$ cat src/rtl/fpa_pkg.sv
// ----------------------------------------------------------------------------
// fpa_pkg
// shared types, codes and default sizes of the fixed priority assigner
// ----------------------------------------------------------------------------

package fpa_pkg;

    // default sizes
    localparam int MAX_TASKS_DEF = 16;
    localparam int TICK_BITS_DEF = 32;

    // configuration port
    localparam int CFG_IDX_W  = 2;
    localparam int CFG_DATA_W = 8;
    localparam int PRIO_W     = 8;

    localparam logic [CFG_IDX_W-1:0] CFG_POLICY   = 2'd0;
    localparam logic [CFG_IDX_W-1:0] CFG_TOP_PRIO = 2'd1;

    localparam logic              POLICY_RST   = 1'b0;
    localparam logic [PRIO_W-1:0] TOP_PRIO_RST = 8'd7;

    // command codes
    typedef enum logic [1:0] {
        FUNC_ADD    = 2'd0,
        FUNC_ASSIGN = 2'd1,
        FUNC_CLEAR  = 2'd2
    } t_func;

    // result kinds
    typedef enum logic [1:0] {
        KIND_ADD_ACK = 2'd0,
        KIND_ASSIGN  = 2'd1,
        KIND_EMPTY   = 2'd2
    } t_kind;

    // sequencer states
    typedef enum logic [1:0] {
        S_IDLE = 2'd0,
        S_SCAN = 2'd1,
        S_EMIT = 2'd2
    } t_state;

endpackage

$ cat src/rtl/fixed_priority_assigner_core.sv
// ----------------------------------------------------------------------------
// fixed_priority_assigner_core
// rate / deadline monotonic priority assignment over a table of tasks
// ----------------------------------------------------------------------------
// A command is taken when start is high and busy is low. An add stores a
// task's period and deadline in the next free slot and answers one result in
// the following cycle; busy stays low, so adds can come every cycle. A clear
// gives no result. An assign with n stored tasks keeps busy high until its
// last result is emitted: for each of the n results the task ram is scanned
// once through its single read port, the registered read data is compared,
// and then the emit state gives the result. Results appear on o_valid for
// exactly one cycle each and cannot be held off, so the receiver must take
// every transfer as it comes. An assign on an empty table answers a single
// result of kind empty. Configuration writes are always ready.
// ----------------------------------------------------------------------------

module fixed_priority_assigner_core #(
    parameter int MAX_TASKS = fpa_pkg::MAX_TASKS_DEF,
    parameter int TICK_BITS = fpa_pkg::TICK_BITS_DEF,
    parameter int IDX_W     = (MAX_TASKS > 1) ? $clog2(MAX_TASKS) : 1
) (
    input  logic                          i_clk,
    input  logic                          i_rst_n,

    // configuration write channel
    input  logic                          i_cfg_valid,
    output logic                          o_cfg_ready,
    input  logic [fpa_pkg::CFG_IDX_W-1:0] i_cfg_index,
    input  logic [fpa_pkg::CFG_DATA_W-1:0] i_cfg_data,

    // command
    input  logic                          start,
    output logic                          busy,
    input  logic [1:0]                    i_func,
    input  logic [TICK_BITS-1:0]          i_period,
    input  logic [TICK_BITS-1:0]          i_deadline,

    // results, one cycle each
    output logic                          o_valid,
    output logic [1:0]                    o_kind,
    output logic [IDX_W-1:0]              o_task_slot,
    output logic [fpa_pkg::PRIO_W-1:0]    o_priority_res,
    output logic [TICK_BITS-1:0]          o_sort_key,
    output logic                          o_priority_error,
    output logic                          o_table_full,
    output logic                          o_last
);

    localparam int CNT_W = $clog2(MAX_TASKS + 1);
    localparam int PW    = fpa_pkg::PRIO_W;
    localparam logic [CNT_W-1:0] MAX_CNT = CNT_W'(MAX_TASKS);

    // configuration registers
    logic          r_policy;
    logic [PW-1:0] r_top_prio;

    // control state
    fpa_pkg::t_state r_state, n_state;
    logic [CNT_W-1:0]     r_count, n_count;
    logic [CNT_W-1:0]     r_scan, n_scan;      // next slot to read
    logic [CNT_W-1:0]     r_iter, n_iter;      // results emitted so far
    logic                 r_pend_v, n_pend_v;  // read data valid this cycle
    logic [IDX_W-1:0]     r_pend_slot, n_pend_slot;
    logic [MAX_TASKS-1:0] r_assigned, n_assigned;

    // search state
    logic [TICK_BITS-1:0] r_best, n_best;
    logic [IDX_W-1:0]     r_pick, n_pick;
    logic [TICK_BITS-1:0] r_prev_key, n_prev_key;
    logic [PW-1:0]        r_prio, n_prio;

    // result registers
    logic                 r_out_valid, n_out_valid;
    logic [1:0]           r_out_kind, n_out_kind;
    logic [IDX_W-1:0]     r_out_slot, n_out_slot;
    logic [PW-1:0]        r_out_prio, n_out_prio;
    logic [TICK_BITS-1:0] r_out_key, n_out_key;
    logic                 r_out_perr, n_out_perr;
    logic                 r_out_full, n_out_full;
    logic                 r_out_last, n_out_last;

    // ram side
    logic                   ram_we;
    logic [IDX_W-1:0]       ram_waddr;
    logic [2*TICK_BITS-1:0] ram_wdata;
    logic [IDX_W-1:0]       ram_raddr;
    logic [2*TICK_BITS-1:0] ram_rdata;

    logic                 accept;
    fpa_pkg::t_func       func;
    logic [TICK_BITS-1:0] rd_key;
    logic                 take;
    logic [PW-1:0]        emit_prio;

    assign accept = start && !busy;
    assign func   = fpa_pkg::t_func'(i_func);

    // period in the low half, deadline in the high half
    assign rd_key = r_policy ? ram_rdata[2*TICK_BITS-1:TICK_BITS] : ram_rdata[TICK_BITS-1:0];

    // candidate wins on less-or-equal, so the highest slot wins a tie
    assign take = r_pend_v && !r_assigned[r_pend_slot] && (rd_key <= r_best);

    // priority drops on every key change and saturates at idle
    assign emit_prio = ((r_best != r_prev_key) && (r_prio != '0)) ? r_prio - 1'b1 : r_prio;

    assign ram_we    = accept && (func == fpa_pkg::FUNC_ADD) && (r_count < MAX_CNT);
    assign ram_waddr = r_count[IDX_W-1:0];
    assign ram_wdata = {i_deadline, i_period};
    assign ram_raddr = r_scan[IDX_W-1:0];

    fpa_ram #(
        .WIDTH (2 * TICK_BITS),
        .DEPTH (MAX_TASKS),
        .ADDR_W(IDX_W)
    ) u_task_ram (
        .i_clk  (i_clk),
        .i_we   (ram_we),
        .i_waddr(ram_waddr),
        .i_wdata(ram_wdata),
        .i_raddr(ram_raddr),
        .o_rdata(ram_rdata)
    );

    // configuration writes
    assign o_cfg_ready = 1'b1;

    always_ff @(posedge i_clk) begin
        if (!i_rst_n) begin
            r_policy   <= fpa_pkg::POLICY_RST;
            r_top_prio <= fpa_pkg::TOP_PRIO_RST;
        end else if (i_cfg_valid) begin
            unique case (i_cfg_index)
                fpa_pkg::CFG_POLICY:   r_policy   <= i_cfg_data[0];
                fpa_pkg::CFG_TOP_PRIO: r_top_prio <= i_cfg_data[PW-1:0];
                default: ;
            endcase
        end
    end

    // next state
    always_comb begin
        n_state = r_state;
        unique case (r_state)
            fpa_pkg::S_IDLE: begin
                if (accept && (func == fpa_pkg::FUNC_ASSIGN) && (r_count != '0)) begin
                    n_state = fpa_pkg::S_SCAN;
                end
            end
            fpa_pkg::S_SCAN: begin
                // last read data is compared in this cycle
                if (r_scan == r_count) begin
                    n_state = fpa_pkg::S_EMIT;
                end
            end
            fpa_pkg::S_EMIT: begin
                if (r_iter + 1'b1 == r_count) begin
                    n_state = fpa_pkg::S_IDLE;
                end else begin
                    n_state = fpa_pkg::S_SCAN;
                end
            end
            default: n_state = fpa_pkg::S_IDLE;
        endcase
    end

    // datapath and outputs
    always_comb begin
        n_count     = r_count;
        n_scan      = r_scan;
        n_iter      = r_iter;
        n_pend_v    = 1'b0;
        n_pend_slot = r_scan[IDX_W-1:0];
        n_assigned  = r_assigned;
        n_best      = r_best;
        n_pick      = r_pick;
        n_prev_key  = r_prev_key;
        n_prio      = r_prio;
        n_out_valid = 1'b0;
        n_out_kind  = fpa_pkg::KIND_ADD_ACK;
        n_out_slot  = '0;
        n_out_prio  = '0;
        n_out_key   = '0;
        n_out_perr  = 1'b0;
        n_out_full  = 1'b0;
        n_out_last  = 1'b1;

        // compare the slot read in the previous cycle
        if (take) begin
            n_best = rd_key;
            n_pick = r_pend_slot;
        end

        unique case (r_state)
            fpa_pkg::S_IDLE: begin
                if (accept) begin
                    unique case (func)
                        fpa_pkg::FUNC_ADD: begin
                            n_out_valid = 1'b1;
                            if (r_count < MAX_CNT) begin
                                n_out_slot = r_count[IDX_W-1:0];
                                n_assigned[r_count[IDX_W-1:0]] = 1'b0;
                                n_count = r_count + 1'b1;
                            end else begin
                                n_out_full = 1'b1;
                            end
                        end
                        fpa_pkg::FUNC_ASSIGN: begin
                            if (r_count == '0) begin
                                n_out_valid = 1'b1;
                                n_out_kind  = fpa_pkg::KIND_EMPTY;
                            end else begin
                                n_assigned = '0;
                                n_prev_key = '0;
                                n_prio     = r_top_prio;
                                n_best     = '1;
                                n_pick     = '0;
                                n_scan     = '0;
                                n_iter     = '0;
                            end
                        end
                        fpa_pkg::FUNC_CLEAR: begin
                            n_count    = '0;
                            n_assigned = '0;
                        end
                        default: ;
                    endcase
                end
            end
            fpa_pkg::S_SCAN: begin
                if (r_scan != r_count) begin
                    n_pend_v = 1'b1;
                    n_scan   = r_scan + 1'b1;
                end
            end
            fpa_pkg::S_EMIT: begin
                n_out_valid = 1'b1;
                n_out_kind  = fpa_pkg::KIND_ASSIGN;
                n_out_slot  = r_pick;
                n_out_prio  = emit_prio;
                n_out_key   = r_best;
                n_out_perr  = (emit_prio == '0);
                n_out_last  = (r_iter + 1'b1 == r_count);
                n_assigned[r_pick] = 1'b1;
                n_prev_key  = r_best;
                n_prio      = emit_prio;
                n_iter      = r_iter + 1'b1;
                // fresh search for the next result
                n_best      = '1;
                n_pick      = '0;
                n_scan      = '0;
            end
            default: ;
        endcase
    end

    always_ff @(posedge i_clk) begin
        if (!i_rst_n) begin
            r_state     <= fpa_pkg::S_IDLE;
            r_count     <= '0;
            r_scan      <= '0;
            r_iter      <= '0;
            r_pend_v    <= 1'b0;
            r_assigned  <= '0;
            r_prev_key  <= '0;
            r_prio      <= '0;
            r_out_valid <= 1'b0;
        end else begin
            r_state     <= n_state;
            r_count     <= n_count;
            r_scan      <= n_scan;
            r_iter      <= n_iter;
            r_pend_v    <= n_pend_v;
            r_assigned  <= n_assigned;
            r_prev_key  <= n_prev_key;
            r_prio      <= n_prio;
            r_out_valid <= n_out_valid;
        end
    end

    // payload, no reset needed
    always_ff @(posedge i_clk) begin
        r_pend_slot <= n_pend_slot;
        r_best      <= n_best;
        r_pick      <= n_pick;
        r_out_kind  <= n_out_kind;
        r_out_slot  <= n_out_slot;
        r_out_prio  <= n_out_prio;
        r_out_key   <= n_out_key;
        r_out_perr  <= n_out_perr;
        r_out_full  <= n_out_full;
        r_out_last  <= n_out_last;
    end

    assign busy             = (r_state != fpa_pkg::S_IDLE);
    assign o_valid          = r_out_valid;
    assign o_kind           = r_out_kind;
    assign o_task_slot      = r_out_slot;
    assign o_priority_res   = r_out_prio;
    assign o_sort_key       = r_out_key;
    assign o_priority_error = r_out_perr;
    assign o_table_full     = r_out_full;
    assign o_last           = r_out_last;

    // table never grows past its depth
    a_count_bound: assert property (@(posedge i_clk) disable iff (!i_rst_n)
        r_count <= MAX_CNT)
        else $error("task count beyond table depth");

    // scan pointer stays within the stored tasks
    a_scan_bound: assert property (@(posedge i_clk) disable iff (!i_rst_n)
        (r_state == fpa_pkg::S_SCAN) |-> (r_scan <= r_count))
        else $error("scan pointer past task count");

    // every emit cycle yields exactly one result transfer
    a_emit_result: assert property (@(posedge i_clk) disable iff (!i_rst_n)
        (r_state == fpa_pkg::S_EMIT) |=> (o_valid && (o_kind == fpa_pkg::KIND_ASSIGN)))
        else $error("emit cycle without assignment result");

    // a non-empty assign makes the block busy
    a_assign_busy: assert property (@(posedge i_clk) disable iff (!i_rst_n)
        (accept && (func == fpa_pkg::FUNC_ASSIGN) && (r_count != '0)) |=> busy)
        else $error("assign did not start the scan");

    // the final assignment releases the block
    a_last_idle: assert property (@(posedge i_clk) disable iff (!i_rst_n)
        (o_valid && o_last && (o_kind == fpa_pkg::KIND_ASSIGN)) |-> !busy)
        else $error("busy after final assignment");

endmodule

$ cat src/rtl/fpa_ram.sv
// ----------------------------------------------------------------------------
// fpa_ram
// generic single write port, single read port ram with registered read
// ----------------------------------------------------------------------------

module fpa_ram #(
    parameter int WIDTH = 64,
    parameter int DEPTH = 16,
    parameter int ADDR_W = (DEPTH > 1) ? $clog2(DEPTH) : 1
) (
    input  logic              i_clk,
    input  logic              i_we,
    input  logic [ADDR_W-1:0] i_waddr,
    input  logic [WIDTH-1:0]  i_wdata,
    input  logic [ADDR_W-1:0] i_raddr,
    output logic [WIDTH-1:0]  o_rdata
);

    logic [WIDTH-1:0] r_mem [DEPTH];
    logic [WIDTH-1:0] r_rdata;

    always_ff @(posedge i_clk) begin
        if (i_we) begin
            r_mem[i_waddr] <= i_wdata;
        end
        r_rdata <= r_mem[i_raddr];
    end

    assign o_rdata = r_rdata;

endmodule

$ cat config.mk
export PLATFORM = sky130hd
export DESIGN_NAME = fixed_priority_assigner_core
export DESIGN_NICKNAME = d
export VERILOG_FILES = /design/src/rtl/fpa_pkg.sv /design/src/rtl/fixed_priority_assigner_core.sv /design/src/rtl/fpa_ram.sv
export SDC_FILE = /design/constraint.sdc
export NUM_CORES = 1
export LEC_CHECK = 0
export BUFFER_PORTS_ARGS = -buffer_cell sky130_fd_sc_hd__buf_2
export CORE_ASPECT_RATIO = 0.6
export CORE_MARGIN = 10
export CORE_UTILIZATION = 40
export CTS_CLUSTER_SIZE = 25
export DETAILED_ROUTE_END_ITERATION = 8
export PLACE_DENSITY = 0.6
export SETUP_SLACK_MARGIN = 0.4
export SLEW_MARGIN = 25
export SYNTH_ARGS = -nofsm -noshare
export SYNTH_HDL_FRONTEND = slang
export SYNTH_HIERARCHICAL = 1
export SYNTH_SLANG_ARGS = --single-unit
export TNS_END_PERCENT = 30
$ cat constraint.sdc
create_clock -name i_clk -period 10.48 [get_ports i_clk]
set_input_delay 0.524 -clock i_clk [delete_from_list [all_inputs] [get_ports i_clk]]
set_output_delay 0.524 -clock i_clk [all_outputs]
set_load 0.01 [all_outputs]
**Word-level counts from Yosys, hierarchy flattened**

Memories as Yosys holds them, arrays and structs flattened. A register that Yosys moved wholly into a read port is not among the register bits.
Cells that the tools add are included.

- Order comparisons: 7
- Mux-type cells: 59
- Bitwise gates (word level): 3
- Add/subtract/negate cells: 4
- Eq/ne operators: 19
- Reductions and logical operators: 32

Operators by type and width:

| kind | number |
|---|---|
| $mux W32 | 8 |
| $pmux W32 S2 | 2 |
| $mux W16 | 3 |
| $pmux W16 S3 | 1 |
| $le A32 B32 Y1 | 1 |
| $mux W8 | 4 |
| $ne A32 B32 Y1 | 1 |
| $pmux W16 S2 | 1 |
| $mux W4 | 7 |
| $mux W5 | 5 |
| $pmux W5 S2 | 2 |
| $and A16 B16 Y16 | 1 |
| $not A16 Y16 | 1 |
| $or A16 B16 Y16 | 1 |
| $pmux W4 S2 | 2 |
| $pmux W8 S2 | 1 |
| $add A5 B1 Y5 const B | 3 |
| $lt A4 B5 Y1 const B | 3 |
| $pmux W5 S3 | 1 |
| $ne A2 B2 Y1 const B | 6 |
| $eq A5 B5 Y1 | 2 |
| $logic_and A1 B1 Y1 | 10 |
| $mux W1 | 10 |
| $mux W2 | 5 |
| 26 further kinds | 43 |

- Bits in writable memories: 1,024
- Memories kept: 1
- Input port bits: 80
- Output and inout bits: 52
- Logic and storage cells: 146
- Register bits: 173

Memories:

| name | words | width | rd ports | clocked after Yosys merged registers in | wr ports | line | text |
|---|---|---|---|---|---|---|---|
| u_task_ram.r_mem | 16 | 64 | 1 | 1 | 1 | fpa_ram.sv:19 | `logic [WIDTH-1:0] r_mem [DEPTH];` |

**Longest topological paths before layout**

- Word-level depth: 10
- Mapped depth: 13
- Gate-level depth less buffers: 9

**Cells and area by module**

Netlist, hierarchy kept.

By module, submodules not included:

| module | area an instance (um2) | seq. area each (um2) | cells an instance | instances |
|---|---|---|---|---|
| fpa_ram | 39,581.7 | 32,030.7 | 1,647 | 1 |
| fixed_priority_assigner_core | 8,339.2 | 3,463.3 | 952 | 1 |

**Worst setup path before layout**

OpenSTA, ideal clock, no wires.

- Kind: in2reg
- From: input i_func[0]
- To: memory u_task_ram.r_mem[0][0] (enable)
- Setup time: 0.565 ns
- Setup slack: 3.871 ns
- Stages: 6
- Required time: 9.915 ns
- Path buffers: 0
- Data arrival time: 6.045 ns
- Cells stage by stage: inv_1 -> ha_1 -> nand2b_1 -> nor2_1 -> or3b_2 -> nor3_1

- Cells in the longest elaborated chain, start to end: 5

Ends and longest elaborated chain:

| item | line | text |
|---|---|---|
| from (decl) | fixed_priority_assigner_core.sv:34 | `input logic [1:0] i_func,` |
| $logic_not A2 Y1 | fixed_priority_assigner_core.sv:107 | `assign ram_we = accept && (func == fpa_pkg::FUNC_ADD) && (r_count < MAX_CNT);` |
| $logic_and A1 B1 Y1 (2 in series) | fixed_priority_assigner_core.sv:107 |  |
| named net ram_we | fixed_priority_assigner_core.sv:83 | `logic ram_we;` |
| $mux W1 | fpa_ram.sv:23 | `if (i_we) begin` |
| $mux W1 (not written as such) | fpa_ram.sv:24 | `r_mem[i_waddr] <= i_wdata;` |
| to (decl) | fpa_ram.sv:19 |  |

The timed path passes the listed nets, and every way through them passes these cells.

**Final worst setup path**

- From: register r_state[0]
- To: memory u_task_ram.r_mem[14][6] (enable)

- Cells in the longest elaborated chain, start to end: 7

Ends and longest elaborated chain:

| item | line | text |
|---|---|---|
| from (decl) | fixed_priority_assigner_core.sv:58 | `fpa_pkg::t_state r_state, n_state;` |
| from (signal assigned) | fixed_priority_assigner_core.sv:259 | `r_state <= fpa_pkg::S_IDLE;` |
| from (signal assigned) | fixed_priority_assigner_core.sv:269 | `r_state <= n_state;` |
| $reduce_bool A2 Y1 | fixed_priority_assigner_core.sv:295 | `assign busy = (r_state != fpa_pkg::S_IDLE);` |
| $logic_not A1 Y1 | fixed_priority_assigner_core.sv:95 | `assign accept = start && !busy;` |
| $logic_and A1 B1 Y1 | fixed_priority_assigner_core.sv:95 |  |
| $logic_and A1 B1 Y1 (2 in series) | fixed_priority_assigner_core.sv:107 |  |
| named net ram_we | fixed_priority_assigner_core.sv:83 |  |
| $mux W1 | fpa_ram.sv:23 |  |
| $mux W1 (not written as such) | fpa_ram.sv:24 |  |

The timed path passes the listed nets, and every way through them passes these cells.

==> results.py <==
metrics = {
    "worst_setup_path": {
        "critical_path_class": "register to register",
        "rrSetupSlack_ns": 6.39,
        "required_ns": 10.81,
        "startpoint_type": "register",
        "end_kind": "register",
        "r2r_end": "u_task_ram/r_mem[14][6]",
        "r2r-start": "r_state[0]",
        "r2r_cells": 6,
        "worstPathArrival_ns": 4.41,
        "worstPathMaxFanout": 42,
    },
    "place": {
        "port_buffers": 130,
        "place_congestion": 0.851,
        "place_ws_ns": 6.19,
        "post-dp-hpwl_um": 69600,
    },
    "synthesis": {
        "yosysSeqAreaShare": 0.741,
        "synth_cells": 2599,
        "synth_top_cell_by_area": "edfxtp_1",
        "yosys_warnings": 6,
        "synth_edf_count": 1024,
        "synth_area_sq_um": 47900,
        "synthArstFlopShare": 0,
        "syn-num-nets": 2722,
        "yosys.cell_types.count": 67,
        "synth-seq-cells": 1261,
        "syn_avg_cell_area_sq_um": 18.4,
        "ys.flop_type": "edfxtp_1",
        "synth_top_area_frac": 0.642,
        "synth_area_leaders": "edfxtp_1 64%, mux4_2 12%, dfxtp_1 9.9%, a22oi_1 2.1%, ha_1 1.1%",
    },
    "power": {
        "power_density_nw_per_um2": 184,
        "vdd_drop_max_v": 0.000134,
        "leakage_uw": 0.0176,
    },
    "worst_hold_path": {
        "hold_path.class": "input pin to register",
        "hold_depth": 3,
        "min_from": "i_cfg_data[4]",
        "holdPathEnd": "r_top_prio[4]",
    },
    "global_route": {
        "antenna_found_initial": 25,
        "grt_usage": 0.182,
        "grt_max_degree": 111,
        "overflow": 0,
        "grt_pass1_vias": 25500,
        "grt_pass1_wl_um": 181000,
    },
    "sta": {
        "layout_setup_ws_ns": 6.39,
        "fmax_mhz": 245,
        "min_period_ns": 4.09,
        "rsz0062_at_grt": "false",
        "setup_tns_ns": 0,
        "setup_violations": 0,
        "max_slew_margin": 0.324,
        "period_share": 0.390,
        "skew_ns": 0.0167,
        "hold_viol_final": 0,
        "worstMarginPinSlew_ns": 1.01,
        "slew_viol_final": 0,
    },
    "floorplan": {
        "dieArea_sq_um": 135000,
        "ios": 132,
        "die_width_um": 467,
        "start_util": 0.402,
        "std_cell_rows": 98,
        "die_h_um": 288,
        "core_area_sq_um": 119000,
    },
    "route": {
        "drc": 0,
        "antenna_left": 0,
        "routed_wl_um": 125000,
        "drt_iter0_drc": 2683,
        "route.vias.total": 25400,
        "drt_pre_antenna_iters": 7,
        "routedWlPerCell_um": 28.0,
        "routed_via_density": 5.71,
    },
    "final_layout": {
        "drive_gt1_frac": 0.226,
        "register_area_sq_um": 35500,
        "fillers": 10100,
        "multi_input_area_sq_um": 11600,
        "fin_nets": 2877,
        "area_growth_pct": 12.7,
    },
    "clock_tree": {
        "cts-resized-gates": 0,
        "clkTransAtPathRegs_ns": 0.07,
        "clk_path_buf_depth": 3,
        "cts_setup_buffers": 0,
        "cts-root-buf": "clkbuf_16",
        "cts_tree": "done",
        "clk_latency_ns": 0.72,
        "cts_buffers": 109,
        "htree_levels": 3,
        "cts_num_sinks": 1261,
    },
    "run": {
        "drv_cap": 0,
    },
    "run_status": {
        "status": "complete, no violations",
    },
}
cell usage in the layout, fill, tap and decap left out, types with 13 or more instances in the layout:
| master | netlist | layout |
|---|---|---|
| edfxtp_1 | 1024 | 1024 |
| mux4_2 | 261 | 261 |
| dfxtp_1 | 237 | 234 |
| a22oi_1 | 133 | 132 |
| buf_2 | 22 | 130 |
| nor2_1 | 136 | 122 |
| nand2_1 | 111 | 111 |
| clkbuf_16 | 0 | 110 |
| inv_1 | 76 | 76 |
| a21oi_1 | 63 | 63 |
| buf_4 | 8 | 52 |
| a31oi_1 | 49 | 49 |
| mux2i_1 | 46 | 46 |
| xor2_1 | 46 | 46 |
| ha_1 | 43 | 43 |
| a311oi_1 | 34 | 34 |
| clkbuf_1 | 81 | 32 |
| nor3_1 | 33 | 29 |
| nor4_1 | 20 | 20 |
| clkbuf_8 | 0 | 18 |
| clkinv_2 | 0 | 17 |
| nand3_1 | 15 | 15 |
| nand4_1 | 13 | 13 |
| nor2_4 | 0 | 13 |
layout make-up:
type / count / area share
sequential: 1261 / 0.657
multi-input combinational: 1117 / 0.214
clock buffer: 160 / 0.0578
tap: 1600 / 0.0371
timing repair buffer: 187 / 0.0206
clock inverter: 45 / 0.00755
inverter: 78 / 0.00542
antenna: 4 / 0.000185
synth_stat cells, types with 34 or more instances:
master / n
mux4_2: 261
mux2i_1: 46
inv_1: 76
nor2_1: 136
dfxtp_1: 237
a311oi_1: 34
a21oi_1: 63
xor2_1: 46
a31oi_1: 49
nand2_1: 111
a22oi_1: 133
ha_1: 43
clkbuf_1: 81
edfxtp_1: 1024
layer usage:
metal,share of wire,vias up,track usage,wire length (um)
li1,-,10700,-,-
met1,0.44,13500,0.271,54900
met2,0.46,1043,0.280,57300
met3,0.082,163,0.0367,10200
met4,0.017,14,0.0335,2100
met5,0.00060,-,0,75
worst max-delay path: stages, from the launching register on:
cell and delay, ns:
dfxtp_1 0.38, nor2_1 0.20, nand2_1 0.17, nor2_1 0.70, nand3_1 0.47, nor2_4 0.84
buf_4 0.81
how the worst max path moves through the flow:
| stage | startpoint | end | slack [ns] |
|---|---|---|---|
| after floorplan | i_func[0] | u_task_ram/r_mem[0][0] | 3.87 |
| after global placement | i_func[0] | u_task_ram/r_mem[14][57] | 6.26 |
| after detailed placement | r_policy | r_pick[1] | 6.19 |
| after CTS | r_policy | r_pick[1] | 6.14 |
| after global routing | r_policy | r_pick[1] | 6.18 |
| final | r_state[0] | u_task_ram/r_mem[14][6] | 6.39 |
state kept, by name, summed over array words and instances, names as in the netlist, 2 cells and up:
register,cells
r_pend_slot,4
r_count,5
r_iter,5
o_task_slot,4
o_sort_key,32
r_top_prio,8
r_prev_key,32
r_assigned,16
r_state,2
r_best,32
u_task_ram/o_rdata,64
r_scan,5
o_priority_res,8
o_kind,2
r_prio,8
u_task_ram/r_mem,1024
r_pick,4
repair_timing:
item	in CTS	in global routing
endpoints found under the hold margin	3	0
endpoints found under the setup margin	0	0
hold buffers	3	0
kinds of logic after synthesis:
logic type,after synthesis,share of synthesized area
adder cells (fa/ha/maj),43,0.0112
other,1,0.0000783
multiplexers,308,0.133
AND/OR/NAND/NOR,380,0.0363
XOR/XNOR,56,0.0102
AO/OA/AOI/OAI,329,0.0479
flip-flops,1261,0.741
buffers and inverters,221,0.0210
stage by stage:
step,hold slack (ns),utilization,instance area (sq um),power (uW),std cells
after CTS,0.00337,0.454,54000,10000,4448
after global routing,0.0368,0.454,54000,10300,4450
after floorplan,0.400,-,47900,5840,2599
final,0.0464,0.454,54000,9930,4452
after global placement,0.460,0.424,50500,6030,4240
after detailed placement,0.473,0.424,50500,6040,4240
power breakdown:
part	internal, uW	total (uW)	switching, uW
combinational	134	409	275
sequential	5470	5530	64.0
clock	2190	3990	1790
total	7790	9930	2130
No activity file was read; power rests on OpenSTA's default activity.
